File: config.mk
export PLATFORM = sky130hd
export DESIGN_NAME = tmws_cfg_regs_flat
export DESIGN_NICKNAME = d
export VERILOG_FILES = /design/src/hw/rtl/assert_macros.svh /design/src/hw/rtl/tmws_pkg.sv /design/src/hw/rtl/tmws_if.sv /design/src/hw/rtl/tmws_cfg_regs.sv /design/src/flat_wrapper.sv
export SDC_FILE = /design/constraint.sdc
export NUM_CORES = 1
export LEC_CHECK = 0
export ABC_AREA = 1
export BUFFER_PORTS_ARGS = -buffer_cell sky130_fd_sc_hd__buf_2
export CORE_MARGIN = 2
export CORE_UTILIZATION = 40
export CTS_CLUSTER_SIZE = 30
export DETAILED_ROUTE_END_ITERATION = 6
export GPL_TIMING_DRIVEN = 0
export PLACE_DENSITY_LB_ADDON = 0.3
export SETUP_SLACK_MARGIN = 0.02
export SLEW_MARGIN = 20
export SYNTH_ARGS = -nofsm -noshare
export SYNTH_HDL_FRONTEND = slang
export SYNTH_SLANG_ARGS = --single-unit
File: constraint.sdc
create_clock -name clk_i -period 1.15 [get_ports clk_i]
set_clock_uncertainty 0.2 [all_clocks]
set_input_delay 0.115 -clock clk_i [delete_from_list [all_inputs] [get_ports clk_i]]
set_output_delay 0.115 -clock clk_i [all_outputs]
set_load 0.03 [all_outputs]
File: src/hw/rtl/assert_macros.svh
// ----------------------------------------------------------------------------
// Assertion macros
// Concurrent checks clocked on clk_i and disabled while rst_ni is low.
// ----------------------------------------------------------------------------
`ifndef ASSERT_MACROS_SVH
`define ASSERT_MACROS_SVH

`ifndef SYNTH

// property must hold at every edge out of reset
`define ASSERT_PROP(lbl, prop) \
  lbl: assert property (@(posedge clk_i) disable iff (!rst_ni) (prop)) \
    else $error("assertion failed");

// condition must never be true out of reset
`define ASSERT_NEVER(lbl, cond) \
  lbl: assert property (@(posedge clk_i) disable iff (!rst_ni) !(cond)) \
    else $error("forbidden condition seen");

`else

`define ASSERT_PROP(lbl, prop)
`define ASSERT_NEVER(lbl, cond)

`endif

`endif

File: src/hw/rtl/tmws_pkg.sv
// ----------------------------------------------------------------------------
// tmws_pkg
// Shared types, field widths and constants of the template window search.
// ----------------------------------------------------------------------------
package tmws_pkg;

  // field widths
  localparam int CMD_W      = 2;
  localparam int PIX_W      = 9;
  localparam int COLOR_W    = 24;
  localparam int COORD_W    = 11;
  localparam int SCORE_W    = 16;
  localparam int OPAQUE_W   = 15;
  localparam int CFG_IDX_W  = 3;
  localparam int CFG_DATA_W = 10;

  // default store and window limits
  localparam int BG_MAX_WIDTH_DEF    = 512;
  localparam int BG_MAX_HEIGHT_DEF   = 512;
  localparam int TMPL_MAX_WIDTH_DEF  = 128;
  localparam int TMPL_MAX_HEIGHT_DEF = 128;
  localparam int WINDOW_MAX_DEF      = 64;

  // transparent key color and saturation limits
  localparam logic [COLOR_W-1:0]  CYAN_KEY   = 24'h00ffff;
  localparam logic [SCORE_W-1:0]  SCORE_MAX  = 16'hffff;
  localparam logic [OPAQUE_W-1:0] OPAQUE_MAX = 15'h7fff;

  // register reset values
  localparam logic [3:0] STRIDE_RST = 4'd5;
  localparam logic [6:0] SEARCH_RST = 7'd16;
  localparam logic [7:0] TMPL_W_RST = 8'd128;
  localparam logic [7:0] TMPL_H_RST = 8'd128;
  localparam logic [9:0] BG_W_RST   = 10'd512;
  localparam logic [9:0] BG_H_RST   = 10'd512;

  // input commands
  typedef enum logic [CMD_W-1:0] {
    CMD_LOAD_BG   = 2'd0,
    CMD_LOAD_TMPL = 2'd1,
    CMD_SEARCH    = 2'd2
  } cmd_e;

  // configuration register map
  typedef enum logic [CFG_IDX_W-1:0] {
    REG_STRIDE = 3'd0,
    REG_SEARCH = 3'd1,
    REG_ORG_X  = 3'd2,
    REG_ORG_Y  = 3'd3,
    REG_TMPL_W = 3'd4,
    REG_TMPL_H = 3'd5,
    REG_BG_W   = 3'd6,
    REG_BG_H   = 3'd7
  } reg_e;

  typedef struct packed {
    logic [3:0]        stride;
    logic [6:0]        search_size;
    logic signed [9:0] origin_x;
    logic signed [9:0] origin_y;
    logic [7:0]        tmpl_w;
    logic [7:0]        tmpl_h;
    logic [9:0]        bg_w;
    logic [9:0]        bg_h;
  } cfg_regs_t;

endpackage

File: src/hw/rtl/tmws_if.sv


// register write channel
interface tmws_cfg_if;
  logic                              valid;
  logic                              ready;
  logic [tmws_pkg::CFG_IDX_W-1:0]    index;
  logic [tmws_pkg::CFG_DATA_W-1:0]   data;

  modport source (output valid, index, data, input ready);
  modport sink   (input valid, index, data, output ready);
endinterface

File: src/hw/rtl/tmws_cfg_regs.sv
// ----------------------------------------------------------------------------
// tmws_cfg_regs
// Configuration register file, written one register per transfer.
// ----------------------------------------------------------------------------
module tmws_cfg_regs (
  input  logic                clk_i,
  input  logic                rst_ni,
  tmws_cfg_if.sink            cfg_i,
  output tmws_pkg::cfg_regs_t regs_o
);

  tmws_pkg::cfg_regs_t regs_q;
  tmws_pkg::reg_e      idx;

  assign cfg_i.ready = 1'b1;
  assign idx         = tmws_pkg::reg_e'(cfg_i.index);
  assign regs_o      = regs_q;

  // register writes, each value cut to its field width
  always_ff @(posedge clk_i or negedge rst_ni) begin
    if (!rst_ni) begin
      regs_q.stride      <= tmws_pkg::STRIDE_RST;
      regs_q.search_size <= tmws_pkg::SEARCH_RST;
      regs_q.origin_x    <= '0;
      regs_q.origin_y    <= '0;
      regs_q.tmpl_w      <= tmws_pkg::TMPL_W_RST;
      regs_q.tmpl_h      <= tmws_pkg::TMPL_H_RST;
      regs_q.bg_w        <= tmws_pkg::BG_W_RST;
      regs_q.bg_h        <= tmws_pkg::BG_H_RST;
    end else if (cfg_i.valid) begin
      unique case (idx)
        tmws_pkg::REG_STRIDE: regs_q.stride      <= cfg_i.data[3:0];
        tmws_pkg::REG_SEARCH: regs_q.search_size <= cfg_i.data[6:0];
        tmws_pkg::REG_ORG_X:  regs_q.origin_x    <= signed'(cfg_i.data[9:0]);
        tmws_pkg::REG_ORG_Y:  regs_q.origin_y    <= signed'(cfg_i.data[9:0]);
        tmws_pkg::REG_TMPL_W: regs_q.tmpl_w      <= cfg_i.data[7:0];
        tmws_pkg::REG_TMPL_H: regs_q.tmpl_h      <= cfg_i.data[7:0];
        tmws_pkg::REG_BG_W:   regs_q.bg_w        <= cfg_i.data[9:0];
        tmws_pkg::REG_BG_H:   regs_q.bg_h        <= cfg_i.data[9:0];
        default: ;
      endcase
    end
  end

endmodule

File: src/flat_wrapper.sv
// flat-port wrapper written by rule: the top's interface ports become plain ports
module tmws_cfg_regs_flat 
  (clk_i, rst_ni, regs_o, cfg_i_valid, cfg_i_index, cfg_i_data, cfg_i_ready);
  tmws_cfg_if cfg_i_i ();
  input  logic clk_i;
  input  logic rst_ni;
  output tmws_pkg::cfg_regs_t regs_o;
  input wire logic [$bits(cfg_i_i.valid)-1:0] cfg_i_valid;
  input wire logic [$bits(cfg_i_i.index)-1:0] cfg_i_index;
  input wire logic [$bits(cfg_i_i.data)-1:0] cfg_i_data;
  output wire logic [$bits(cfg_i_i.ready)-1:0] cfg_i_ready;
  assign cfg_i_i.valid = cfg_i_valid;
  assign cfg_i_i.index = cfg_i_index;
  assign cfg_i_i.data = cfg_i_data;
  assign cfg_i_ready = cfg_i_i.ready;
  tmws_cfg_regs u_core (.clk_i(clk_i), .rst_ni(rst_ni), .cfg_i(cfg_i_i), .regs_o(regs_o));
endmodule
## Word level (Yosys, flattened, before mapping)

Index checks and enable logic that the tools add are counted.

| storage, ports and cells | value |
|---|---|
| register bits after elaboration | 67 |
| output and inout bits | 68 |
| logic and storage cells | 24 |
| input bits | 16 |

| cells by class | value |
|---|---|
| reduce and logical (&&, ||, !) cells | 9 |
| equal/unequal tests | 7 |

Operators with widths:

| operator | count |
|---|---|
| $reduce_and 2->1 | 8 |
| $eq 3x3->1 const B | 4 |
| $eq 3x2->1 const B | 2 |
| $eq 3x1->1 const B | 1 |
| $logic_not 3->1 | 1 |

## Depth between registers and ports, before layout

Gate-level depths: netlist of run 1.

| logic depth | value |
|---|---|
| word-level depth | 2 |
| depth in mapped cells | 6 |
| depth with buffers taken out | 5 |

## Least setup slack after synthesis of run 1

OpenSTA, ideal clock, no wires.

| timing path | value |
|---|---|
| kind | input to register |
| start point | in cfg_i_index[2] |
| end point | reg u_core.regs_q, in the netlist u_core.regs_o[11] |
| setup slack | 159 ps |
| path buffers | 1 |
| stages | 6 |
| data arrival time | 674 ps |
| setup time | 117 ps |
| data required time | 833 ps |
| cell sequence | nand2_1 inv_2 buf_4 nand2_2 nand2_1 nand2_1 |

| between the ends | value |
|---|---|
| longest elaborated chain between the ends | 2 |

RTL lines:

| what | line | source |
|---|---|---|
| start, declared | flat_wrapper.sv:9 | `input wire logic [$bits(cfg_i_i.index)-1:0] cfg_i_index;` |
| $eq 3x3->1 | tmws_cfg_regs.sv:31 | `unique case (idx)` |
| $reduce_and 2->1 (no line) | n/a |  |
| end, declared | tmws_cfg_regs.sv:12 | `tmws_pkg::cfg_regs_t regs_q;` |

Every way passes these cells.
A chain may end at the register's enable or synchronous reset.

## Final worst setup path of run 1

| timing path | value |
|---|---|
| start point | reg u_core.regs_q, in the netlist u_core.regs_o[60] |
| end point | out regs_o[60] (netlist name) |

RTL lines:

| what | line | source |
|---|---|---|
| end, declared | flat_wrapper.sv:7 | `output tmws_pkg::cfg_regs_t regs_o;` |

No word-level cell between the ends.

==> metrics.txt, run 1 <==
# TYPE chip_impl_metric gauge
chip_impl_metric{name="global_route_wire_length_before_repair",unit="mm"} 12.6
chip_impl_metric{name="synth_seq_cells",unit=""} 67
chip_impl_metric{name="maxSlewViolCount",unit=""} 0
chip_impl_metric{name="critical-path-max-stage-delay",unit="ns"} 0.56
chip_impl_metric{name="yosys_warnings",unit=""} 0
chip_impl_metric{name="antenna_diode_count",unit=""} 0
chip_impl_metric{name="tightest_hold_margin",unit="ns"} -0.0871
chip_impl_metric{name="clock_latency",unit="ns"} 0.33
chip_impl_metric{name="floorplan.initialDensity",unit="%"} 41.7
chip_impl_info{name="timing_worst_setup_path_type",value="reg -> out"} 1
chip_impl_metric{name="worst_path_max_fanout",unit=""} 2
chip_impl_metric{name="detail_route.wirelength.met1",unit="mm"} 3.31
chip_impl_metric{name="fp-row-count",unit=""} 29
chip_impl_metric{name="max_reg_flops",unit=""} 67
chip_impl_metric{name="totalNegativeSetupSlack",unit="ns"} -4.00
chip_impl_metric{name="finalCriticalPeriod",unit="ns"} 1.35
chip_impl_metric{name="detailroute.via_count",unit=""} 2513
chip_impl_info{name="synth_area_leaders",value="dfrtp_1 (56%), nand2_1 (26%), dfstp_2 (6.9%)"} 1
chip_impl_metric{name="synth_cell_types",unit=""} 15
chip_impl_info{name="hold_end",value="u_core.regs_o[66]$_DFFE_PN0P_"} 1
chip_impl_info{name="timing.critical_path.slowest_stage_cell",value="dfstp_2"} 1
chip_impl_metric{name="antenna_violating_nets_post_route",unit=""} 0
chip_impl_info{name="post-synth-top-area-cell",value="dfrtp_1"} 1
chip_impl_metric{name="timing.reg2reg.worst_path_depth",unit=""} 4
chip_impl_metric{name="synth_area_per_cell",unit="um^2"} 8.69
chip_impl_metric{name="met3WireLength",unit="um"} 449
chip_impl_info{name="timing.critical_path.from",value="u_core.regs_o[60]$_DFFE_PN1P_"} 1
chip_impl_info{name="worst_setup_ep_type",value="output pin"} 1
chip_impl_metric{name="clk_transition_reported_paths",unit="ns"} 0.08
chip_impl_metric{name="rrSetupSlack",unit="ns"} 0.08
chip_impl_metric{name="postSynthNetCount",unit=""} 322
chip_impl_metric{name="syn_area",unit="um^2"} 2660
chip_impl_metric{name="number_of_nets_at_the_end_of_the_flow",unit=""} 461
chip_impl_info{name="layout_commonest_cell",value="nand2_1"} 1
chip_impl_metric{name="cts_htree_levels",unit=""} 3
chip_impl_metric{name="hpwl",unit="mm"} 4.62
chip_impl_metric{name="boundaryPins",unit=""} 84
chip_impl_metric{name="detailroute.wirelength.met2",unit="mm"} 4.15
chip_impl_metric{name="clockBufferDepth",unit=""} 2
chip_impl_metric{name="avgRoutedWirePerCell",unit="um"} 15.3
chip_impl_metric{name="track_usage",unit="%"} 22.8
chip_impl_info{name="worst_path_dominant_cell_family",value="flip-flops"} 1
chip_impl_metric{name="floorplan.die_area",unit="um^2"} 7320
chip_impl_metric{name="cts_hold_buffers",unit=""} 8
chip_impl_metric{name="power_per_cell_area",unit="nW/um^2"} 1950
chip_impl_metric{name="setup_violating_endpoint_count_in_the_final_report",unit=""} 67
chip_impl_metric{name="utilization",unit="%"} 65.4
chip_impl_metric{name="drc",unit=""} 0
chip_impl_metric{name="vdd_ir_drop_max",unit="mV"} 1.13
chip_impl_metric{name="p_leak",unit="uW"} 0.00230
chip_impl_metric{name="dr.first_iter.drc_count",unit=""} 118
chip_impl_metric{name="final_cell_area",unit="um^2"} 4180
chip_impl_metric{name="arrival",unit="ns"} 1.03
chip_impl_metric{name="drive_gt1_share",unit="%"} 35.6
chip_impl_info{name="cp-start-kind",value="flop"} 1
chip_impl_metric{name="numPortBuffers",unit=""} 78
chip_impl_metric{name="pin_count_of_the_biggest_net_entering_global_routing",unit=""} 54
chip_impl_metric{name="top_cell_type_s_share_of_synthesized_area",unit="%"} 56.4
chip_impl_metric{name="slew_hr",unit="%"} 59.8
chip_impl_metric{name="placement.setup.worst_slack",unit="ns"} -0.200
chip_impl_metric{name="layout-area-overhead-vs-synth",unit="%"} 57.1
chip_impl_metric{name="cell_count_of_the_worst_hold_path",unit=""} 4
chip_impl_info{name="path_cells",value="buf_6"} 1
chip_impl_info{name="mostFrequentLayoutCells",value="nand2_1 (182), buf_6 (67), dfrtp_1 (60)"} 1
chip_impl_info{name="violations_in_the_final_reports",value="negative hold slack, negative setup slack"} 1
chip_impl_metric{name="first_pass_iteration_count_of_the_detailed_router",unit=""} 4
chip_impl_metric{name="die_height",unit="um"} 85.6
chip_impl_metric{name="drt-vias-per-instance",unit=""} 4.77
chip_impl_metric{name="fmax",unit="MHz"} 741
chip_impl_metric{name="synth.yosys.seq_area_share",unit="%"} 63.4
chip_impl_metric{name="final_critical_path_setup_slack",unit="ns"} -0.199
chip_impl_metric{name="post_route_fraction_of_the_period_consumed_by_the_critical_path",unit="%"} 117
chip_impl_info{name="clock-root-buffer",value="clkbuf_8"} 1
chip_impl_info{name="worst_r2r_endpoint",value="u_core.regs_o[46]$_DFFE_PN0P_"} 1
chip_impl_metric{name="core_area",unit="um^2"} 6390
chip_impl_metric{name="cts.sinks",unit=""} 67
chip_impl_metric{name="chipWidth",unit="um"} 85.6
chip_impl_info{name="run_status",value="finished, violations left"} 1
chip_impl_info{name="rsz0062_at_grt",value="yes"} 1
chip_impl_info{name="timing.hold.worst.start",value="cfg_i_index[2]"} 1
chip_impl_metric{name="final_gp_congestion",unit=""} 0.743
chip_impl_metric{name="hold_viol_final",unit=""} 22
chip_impl_metric{name="grt_overflow",unit=""} 0
chip_impl_info{name="hold_class",value="in -> reg"} 1
chip_impl_metric{name="fillers",unit=""} 523
chip_impl_metric{name="totalWireLength",unit="mm"} 8.05
chip_impl_metric{name="drv.max_cap_violation_count",unit=""} 0
chip_impl_metric{name="number_of_antenna_violations_at_the_first_check_in_global_routing",unit=""} 0
chip_impl_metric{name="cp_buf_inv_count",unit=""} 1
chip_impl_metric{name="cts_made_buffers",unit=""} 9
chip_impl_metric{name="syn_inst",unit=""} 306
chip_impl_metric{name="critical_path_required",unit="ns"} 0.83
chip_impl_metric{name="grt_pass1_vias",unit=""} 2419
chip_impl_metric{name="max_slew.worst_pin.slew",unit="ns"} 0.604
chip_impl_info{name="tritoncts",value="built"} 1
chip_impl_metric{name="final_cell_count_no_fill",unit=""} 527
chip_impl_info{name="r2r_start",value="u_core.regs_o[46]$_DFFE_PN0P_"} 1
chip_impl_info{name="highest-signal-layer",value="met4"} 1
chip_impl_metric{name="dpl.cell_count",unit=""} 462
chip_impl_metric{name="placed_area",unit="um^2"} 3180
## cells by family after synthesis
family,synth area share (%)
flip-flops,63.4
AND/OR/NAND/NOR,33.7
other,0.141
buffers and inverters,2.77
## Yosys cell counts
| library cell | number |
|---|---|
| nand3_1 | 29 |
| inv_1 | 4 |
| nand2_2 | 3 |
| buf_4 | 2 |
| clkbuf_1 | 3 |
| buf_2 | 4 |
| conb_1 | 1 |
| clkbuf_2 | 1 |
| nor2_4 | 1 |
| nand2_1 | 182 |
| nor2_2 | 5 |
| inv_2 | 2 |
| dfstp_2 | 7 |
| dfrtp_1 | 60 |
| nor2_1 | 2 |
## cell type report
class	count	area, um^2	area share (%)
Sequential cell	67	1690	40.3
Timing Repair Buffer	128	1230	29.4
Multi-Input combinational cell	223	901	21.6
Clock buffer	11	141	3.38
Tap cell	77	96.3	2.31
Clock inverter	5	52.6	1.26
Buffer	10	51.3	1.23
Inverter	6	22.5	0.539
## worst max path at each step
| stage | to | slack (ns) | cells past startpoint |
|---|---|---|---|
| finish | regs_o[60] | -0.20 | 1 |
| global route | regs_o[60] | -0.21 | 1 |
| CTS | regs_o[9] | -0.20 | 1 |
| detailed placement | u_core.regs_o[25]$_DFFE_PN0P_ | -0.20 | 5 |
| global placement | u_core.regs_o[21]$_DFFE_PN0P_ | -0.51 | 1 |
| floorplan | u_core.regs_o[11]$_DFFE_PN0P_ | 0.16 | 6 |
## per-layer routing
layer | vias up | global-route usage [%]
li1 | 1219 | -
met1 | 1197 | 28.6
met3 | 13 | 4.62
met5 | - | 0
met4 | 0 | 9.24
met2 | 84 | 38.6
## per-stage QoR
step / hold slack [ns] / total power [uW]
after CTS: -0.0886 / 7920
after floorplan: -0.381 / 4430
final: -0.0871 / 8140
after global routing: -0.0501 / 8530
after detailed placement: -0.212 / 5130
after global placement: 0.166 / 5080
## where the power goes
| part | internal, uW | total [uW] | leakage [uW] | switching (uW) |
|---|---|---|---|---|
| clock | 1050 | 1980 | 0.0000991 | 925 |
| combinational | 1380 | 2980 | 0.00137 | 1600 |
| sequential | 2830 | 3180 | 0.000828 | 346 |
| total | 5260 | 8140 | 0.00230 | 2880 |
## what timing repair did
action / CTS / global route
hold endpoints to repair: 117 / 20
endpoints found under the setup margin: 67 / 67
buffers inserted: 20 / 21
resized for setup: 134 / 0
pin swaps: 0 / 0
No activity file was read; power rests on OpenSTA's default activity.
==> inputs of run 2 (changes only) <==
--- a/config.mk
+++ b/config.mk
@@ -14,7 +14,9 @@
 export GPL_TIMING_DRIVEN = 0
 export PLACE_DENSITY_LB_ADDON = 0.3
 export SETUP_SLACK_MARGIN = 0.02
+export SKIP_CTS_REPAIR_TIMING = 1
 export SLEW_MARGIN = 20
 export SYNTH_ARGS = -nofsm -noshare
 export SYNTH_HDL_FRONTEND = slang
 export SYNTH_SLANG_ARGS = --single-unit
+export TNS_END_PERCENT = 1
==> metrics.txt, run 2 (synthesis gave the netlist of run 1 again) <==
# TYPE chip_impl_metric gauge
chip_impl_metric{name="final_gp_congestion",unit=""} 0.743
chip_impl_info{name="worst_r2r_endpoint",value="u_core.regs_o[19]$_DFFE_PN1P_"} 1
chip_impl_metric{name="cp_buf_inv_count",unit=""} 1
chip_impl_info{name="r2r_start",value="u_core.regs_o[19]$_DFFE_PN1P_"} 1
chip_impl_info{name="rsz0062_at_grt",value="yes"} 1
chip_impl_info{name="hold_end",value="u_core.regs_o[66]$_DFFE_PN0P_"} 1
chip_impl_metric{name="track_usage",unit="%"} 20.2
chip_impl_metric{name="finalCriticalPeriod",unit="ns"} 1.33
chip_impl_metric{name="floorplan.initialDensity",unit="%"} 41.7
chip_impl_metric{name="post_route_fraction_of_the_period_consumed_by_the_critical_path",unit="%"} 116
chip_impl_info{name="timing.critical_path.slowest_stage_cell",value="dfstp_2"} 1
chip_impl_metric{name="die_height",unit="um"} 85.6
chip_impl_metric{name="fmax",unit="MHz"} 751
chip_impl_metric{name="utilization",unit="%"} 55.1
chip_impl_metric{name="pin_count_of_the_biggest_net_entering_global_routing",unit=""} 54
chip_impl_metric{name="clock_latency",unit="ns"} 0.33
chip_impl_info{name="timing_worst_setup_path_type",value="reg -> out"} 1
chip_impl_metric{name="cell_count_of_the_worst_hold_path",unit=""} 4
chip_impl_metric{name="cts_made_buffers",unit=""} 9
chip_impl_metric{name="numPortBuffers",unit=""} 78
chip_impl_info{name="hold_class",value="in -> reg"} 1
chip_impl_metric{name="slew_hr",unit="%"} 59.3
chip_impl_info{name="worst_path_dominant_cell_family",value="flip-flops"} 1
chip_impl_metric{name="final_critical_path_setup_slack",unit="ns"} -0.182
chip_impl_metric{name="cts.sinks",unit=""} 67
chip_impl_metric{name="global_route_wire_length_before_repair",unit="mm"} 11.2
chip_impl_metric{name="drv.max_cap_violation_count",unit=""} 0
chip_impl_info{name="path_cells",value="buf_6"} 1
chip_impl_metric{name="detailroute.via_count",unit=""} 2305
chip_impl_metric{name="totalWireLength",unit="mm"} 7.02
chip_impl_info{name="layout_commonest_cell",value="nand2_1"} 1
chip_impl_info{name="timing.hold.worst.start",value="cfg_i_index[2]"} 1
chip_impl_metric{name="layout-area-overhead-vs-synth",unit="%"} 32.2
chip_impl_metric{name="final_cell_area",unit="um^2"} 3520
chip_impl_metric{name="timing.reg2reg.worst_path_depth",unit=""} 3
chip_impl_metric{name="antenna_diode_count",unit=""} 0
chip_impl_metric{name="antenna_violating_nets_post_route",unit=""} 0
chip_impl_metric{name="power_per_cell_area",unit="nW/um^2"} 2030
chip_impl_metric{name="drt-vias-per-instance",unit=""} 4.73
chip_impl_metric{name="number_of_antenna_violations_at_the_first_check_in_global_routing",unit=""} 0
chip_impl_metric{name="drc",unit=""} 0
chip_impl_metric{name="floorplan.die_area",unit="um^2"} 7320
chip_impl_metric{name="boundaryPins",unit=""} 84
chip_impl_info{name="cp-start-kind",value="flop"} 1
chip_impl_metric{name="grt_pass1_vias",unit=""} 2133
chip_impl_info{name="run_status",value="finished, violations left"} 1
chip_impl_metric{name="core_area",unit="um^2"} 6390
chip_impl_info{name="timing.critical_path.from",value="u_core.regs_o[60]$_DFFE_PN1P_"} 1
chip_impl_metric{name="setup_violating_endpoint_count_in_the_final_report",unit=""} 67
chip_impl_info{name="worst_setup_ep_type",value="output pin"} 1
chip_impl_metric{name="maxSlewViolCount",unit=""} 0
chip_impl_metric{name="max_slew.worst_pin.slew",unit="ns"} 0.610
chip_impl_metric{name="number_of_nets_at_the_end_of_the_flow",unit=""} 421
chip_impl_info{name="clock-root-buffer",value="clkbuf_8"} 1
chip_impl_metric{name="avgRoutedWirePerCell",unit="um"} 14.4
chip_impl_metric{name="max_reg_flops",unit=""} 67
chip_impl_metric{name="chipWidth",unit="um"} 85.6
chip_impl_metric{name="hpwl",unit="mm"} 4.62
chip_impl_metric{name="cts_htree_levels",unit=""} 3
chip_impl_metric{name="first_pass_iteration_count_of_the_detailed_router",unit=""} 4
chip_impl_metric{name="tightest_hold_margin",unit="ns"} -0.0836
chip_impl_metric{name="hold_viol_final",unit=""} 26
chip_impl_metric{name="dr.first_iter.drc_count",unit=""} 100
chip_impl_metric{name="critical_path_required",unit="ns"} 0.83
chip_impl_metric{name="worst_path_max_fanout",unit=""} 2
chip_impl_metric{name="critical-path-max-stage-delay",unit="ns"} 0.55
chip_impl_info{name="mostFrequentLayoutCells",value="nand2_1 (182), buf_2 (72), dfrtp_1 (60)"} 1
chip_impl_info{name="violations_in_the_final_reports",value="negative hold slack, negative setup slack"} 1
chip_impl_info{name="tritoncts",value="built"} 1
chip_impl_metric{name="clk_transition_reported_paths",unit="ns"} 0.07
chip_impl_metric{name="clockBufferDepth",unit=""} 2
chip_impl_metric{name="placed_area",unit="um^2"} 3180
chip_impl_metric{name="vdd_ir_drop_max",unit="mV"} 1.11
chip_impl_metric{name="arrival",unit="ns"} 1.02
chip_impl_metric{name="grt_overflow",unit=""} 0
chip_impl_metric{name="drive_gt1_share",unit="%"} 29.5
chip_impl_metric{name="fp-row-count",unit=""} 29
chip_impl_metric{name="rrSetupSlack",unit="ns"} 0.12
chip_impl_metric{name="p_leak",unit="uW"} 0.00201
## run 2: layout make-up
cell class                 instances  area [um^2]
buffer                            10         51.3
clock buffer                      11          141
clock inverter                     5         52.6
fill                             600         2870
inverter                           6         22.5
multi-input combinational        223          903
sequential                        67         1690
tap                               77         96.3
timing repair buffer              88          564
## run 2: how the worst max path moves through the flow
stage                               endpoint  slack [ns]  depth (start not counted)
2_1_floorplan  u_core.regs_o[11]$_DFFE_PN0P_        0.16                          6
3_3_place_gp   u_core.regs_o[21]$_DFFE_PN0P_       -0.51                          1
3_5_place_dp   u_core.regs_o[25]$_DFFE_PN0P_       -0.20                          5
4_1_cts                            regs_o[9]       -0.25                          1
5_1_grt                           regs_o[19]       -0.20                          1
6_report                          regs_o[60]       -0.18                          1
## run 2: per-stage QoR
step / power (uW) / setup WS (ns) / std cells / setup TNS [ns] / hold slack, ns
after floorplan: 4430 / 0.159 / 306 / 0 / -0.381
final: 7140 / -0.182 / 487 / -4.84 / -0.0836
after global placement: 5080 / -0.513 / 461 / -38.14 / 0.166
after CTS: 7080 / -0.248 / 478 / -6.21 / -0.584
after detailed placement: 5130 / -0.200 / 462 / -7.42 / -0.212
after global routing: 7520 / -0.201 / 487 / -6.87 / -0.0489
## run 2: per-layer routing
| metal | track usage [%] | vias to the layer above | routed length (um) |
|---|---|---|---|
| met3 | 4.52 | 10 | 417 |
| met2 | 32.2 | 66 | 3350 |
| met1 | 26.9 | 1092 | 3140 |
| met5 | 0 | - | 0 |
| met4 | 8.66 | 0 | 113 |
| li1 | - | 1137 | - |
## run 2: power by group
part           total [uW]  switching (uW)  internal [uW]  leakage [uW]
Sequential           3080             250           2830      0.000828
Clock                1940             894           1050     0.0000991
Combinational        2120            1490            626       0.00108
==> inputs of run 3 (changes only) <==
--- a/config.mk
+++ b/config.mk
@@ -13,6 +13,7 @@
 export DETAILED_ROUTE_END_ITERATION = 6
 export GPL_TIMING_DRIVEN = 0
 export PLACE_DENSITY_LB_ADDON = 0.3
+export REMOVE_ABC_BUFFERS = 1
 export SETUP_SLACK_MARGIN = 0.02
 export SKIP_CTS_REPAIR_TIMING = 1
 export SLEW_MARGIN = 20
==> constraint.sdc (replaced) <==
create_clock -name clk_i -period 1.5 [get_ports clk_i]
set_clock_uncertainty 0.2 [all_clocks]
set_input_delay 0.15 -clock clk_i [delete_from_list [all_inputs] [get_ports clk_i]]
set_output_delay 0.15 -clock clk_i [all_outputs]
set_load 0.03 [all_outputs]
==> metrics.txt, run 3 (synthesis gave the netlist of run 1 again) <==
# TYPE chip_impl_metric gauge
chip_impl_info{name="run_status",value="complete, no violations"} 1
chip_impl_info{name="tritoncts",value="built"} 1
chip_impl_metric{name="chipWidth",unit="um"} 85.6
chip_impl_metric{name="fp-row-count",unit=""} 29
chip_impl_metric{name="setup_violating_endpoint_count_in_the_final_report",unit=""} 0
chip_impl_metric{name="floorplan.die_area",unit="um^2"} 7320
chip_impl_metric{name="fillers",unit=""} 615
chip_impl_info{name="mostFrequentLayoutCells",value="nand2_1 (182), buf_2 (81), dfrtp_1 (60)"} 1
chip_impl_metric{name="finalCriticalPeriod",unit="ns"} 1.42
chip_impl_metric{name="global_route_wire_length_before_repair",unit="mm"} 10.7
chip_impl_metric{name="totalWireLength",unit="mm"} 6.85
chip_impl_info{name="rsz0062_at_grt",value="no"} 1
chip_impl_metric{name="cts.sinks",unit=""} 67
chip_impl_metric{name="placement.setup.worst_slack",unit="ns"} -0.495
chip_impl_metric{name="floorplan.initialDensity",unit="%"} 41.7
chip_impl_metric{name="seq_area",unit="um^2"} 1690
chip_impl_metric{name="pin_count_of_the_biggest_net_entering_global_routing",unit=""} 39
chip_impl_metric{name="clock_latency",unit="ns"} 0.33
chip_impl_metric{name="worst_path_max_fanout",unit=""} 2
chip_impl_metric{name="drive_gt1_share",unit="%"} 28.6
chip_impl_info{name="clock-root-buffer",value="clkbuf_8"} 1
chip_impl_metric{name="cp_buf_inv_count",unit=""} 1
chip_impl_info{name="worst_setup_ep_type",value="output pin"} 1
chip_impl_metric{name="fmax",unit="MHz"} 702
chip_impl_metric{name="utilization",unit="%"} 54.0
chip_impl_metric{name="antenna_violating_nets_post_route",unit=""} 0
chip_impl_metric{name="first_pass_iteration_count_of_the_detailed_router",unit=""} 6
chip_impl_metric{name="final_cell_area",unit="um^2"} 3450
chip_impl_metric{name="grt_pass1_vias",unit=""} 2070
chip_impl_metric{name="numPortBuffers",unit=""} 82
chip_impl_metric{name="placed_area",unit="um^2"} 3140
chip_impl_metric{name="cts_htree_levels",unit=""} 3
chip_impl_metric{name="drc",unit=""} 0
chip_impl_metric{name="drv.max_cap_violation_count",unit=""} 0
chip_impl_metric{name="critical_path_required",unit="ns"} 1.15
chip_impl_metric{name="core_area",unit="um^2"} 6390
chip_impl_metric{name="post_route_fraction_of_the_period_consumed_by_the_critical_path",unit="%"} 95.0
chip_impl_info{name="layout_commonest_cell",value="nand2_1"} 1
chip_impl_metric{name="layout-area-overhead-vs-synth",unit="%"} 29.6
chip_impl_metric{name="avgRoutedWirePerCell",unit="um"} 14.2
chip_impl_metric{name="final_critical_path_setup_slack",unit="ns"} 0.0751
chip_impl_metric{name="clk_transition_reported_paths",unit="ns"} 0.06
chip_impl_metric{name="maxSlewViolCount",unit=""} 0
chip_impl_info{name="hold_class",value="in -> reg"} 1
chip_impl_metric{name="hold_viol_final",unit=""} 0
chip_impl_metric{name="drt-vias-per-instance",unit=""} 4.73
chip_impl_metric{name="critical-path-max-stage-delay",unit="ns"} 0.55
chip_impl_metric{name="track_usage",unit="%"} 19.4
chip_impl_metric{name="dr.first_iter.drc_count",unit=""} 165
chip_impl_metric{name="final_gp_congestion",unit=""} 0.731
chip_impl_metric{name="slew_hr",unit="%"} 63.7
chip_impl_metric{name="antenna_diode_count",unit=""} 0
chip_impl_metric{name="number_of_nets_at_the_end_of_the_flow",unit=""} 417
chip_impl_info{name="timing.critical_path.slowest_stage_cell",value="dfstp_2"} 1
chip_impl_info{name="timing_worst_setup_path_type",value="reg -> out"} 1
chip_impl_metric{name="boundaryPins",unit=""} 84
chip_impl_metric{name="detailroute.via_count",unit=""} 2287
chip_impl_metric{name="p_leak",unit="uW"} 0.00198
chip_impl_metric{name="max_reg_flops",unit=""} 67
chip_impl_metric{name="cts_made_buffers",unit=""} 9
chip_impl_metric{name="number_of_antenna_violations_at_the_first_check_in_global_routing",unit=""} 0
chip_impl_metric{name="arrival",unit="ns"} 1.07
chip_impl_metric{name="vdd_ir_drop_max",unit="mV"} 0.756
chip_impl_metric{name="clockBufferDepth",unit=""} 2
chip_impl_metric{name="power_per_cell_area",unit="nW/um^2"} 1550
chip_impl_metric{name="die_height",unit="um"} 85.6
chip_impl_info{name="cp-start-kind",value="flop"} 1
chip_impl_metric{name="hpwl",unit="mm"} 4.51
chip_impl_metric{name="area_of_the_multi_input_gates",unit="um^2"} 908
chip_impl_metric{name="max_slew.worst_pin.slew",unit="ns"} 0.543
chip_impl_info{name="worst_path_dominant_cell_family",value="flip-flops"} 1
chip_impl_info{name="path_cells",value="buf_2"} 1
chip_impl_metric{name="grt_overflow",unit=""} 0
[run 3: changes by cell type in the layout (fill, tap and decap cells not counted), moves of 3 or more]
| cell | delta |
|---|---|
| buf_2 | +9 |
| buf_6 | -9 |
| buf_4 | -3 |
| clkbuf_8 | +3 |
| dlygate4sd3_1 | +3 |
[run 3: path summary, 6_finish.rpt]
check	cells past startpoint	slack (ns)	startpoint	end
worst max-delay path	1	0.08	u_core.regs_o[35]$_DFFE_PN1P_	regs_o[35]
worst min-delay path	4	0.004	cfg_i_index[1]	u_core.regs_o[60]$_DFFE_PN1P_
worst max register to register	2	0.57	u_core.regs_o[35]$_DFFE_PN1P_	u_core.regs_o[35]$_DFFE_PN1P_
worst min register to register	2	0.26	u_core.regs_o[9]$_DFFE_PN1P_	u_core.regs_o[9]$_DFFE_PN1P_
max in group asynchronous	3	0.40	rst_ni	u_core.regs_o[60]$_DFFE_PN1P_
min in group asynchronous	2	0.10	rst_ni	u_core.regs_o[15]$_DFFE_PN0P_
[run 3: per-stage QoR]
step / TNS (ns) / power [uW] / hold slack, ns / std cells
2_1_floorplan: 0 / 3380 / -0.346 / 296
3_3_place_gp: -25.58 / 3890 / 0.191 / 455
3_5_place_dp: -14.54 / 3920 / -0.0934 / 456
4_1_cts: -1.31 / 5350 / -0.455 / 472
5_1_grt: 0 / 5600 / 0.0165 / 483
6_report: 0 / 5330 / 0.00380 / 483
[run 3: cell type report]
type / instances / share of cell area, %
Timing Repair Buffer: 94 / 15.8
Clock inverter: 1 / 0.145
Tap cell: 77 / 2.79
Multi-Input combinational cell: 223 / 26.4
Inverter: 6 / 0.653
Clock buffer: 15 / 5.41
Sequential cell: 67 / 48.9
[run 3: power breakdown]
group / total, uW / internal (uW) / switching [uW]
combinational: 1560 / 418 / 1140
sequential: 2350 / 2170 / 177
clock: 1420 / 781 / 642
total: 5330 / 3370 / 1960
[run 3: layer usage]
layer,global-route usage (%),part of all wire [%],wire (um),vias up
met1,25.4,45,3060,1084
met3,3.27,4.3,298,10
met2,32.0,49,3370,59
li1,-,-,-,1134
met5,0,0,0,-
met4,8.23,1.8,123,0
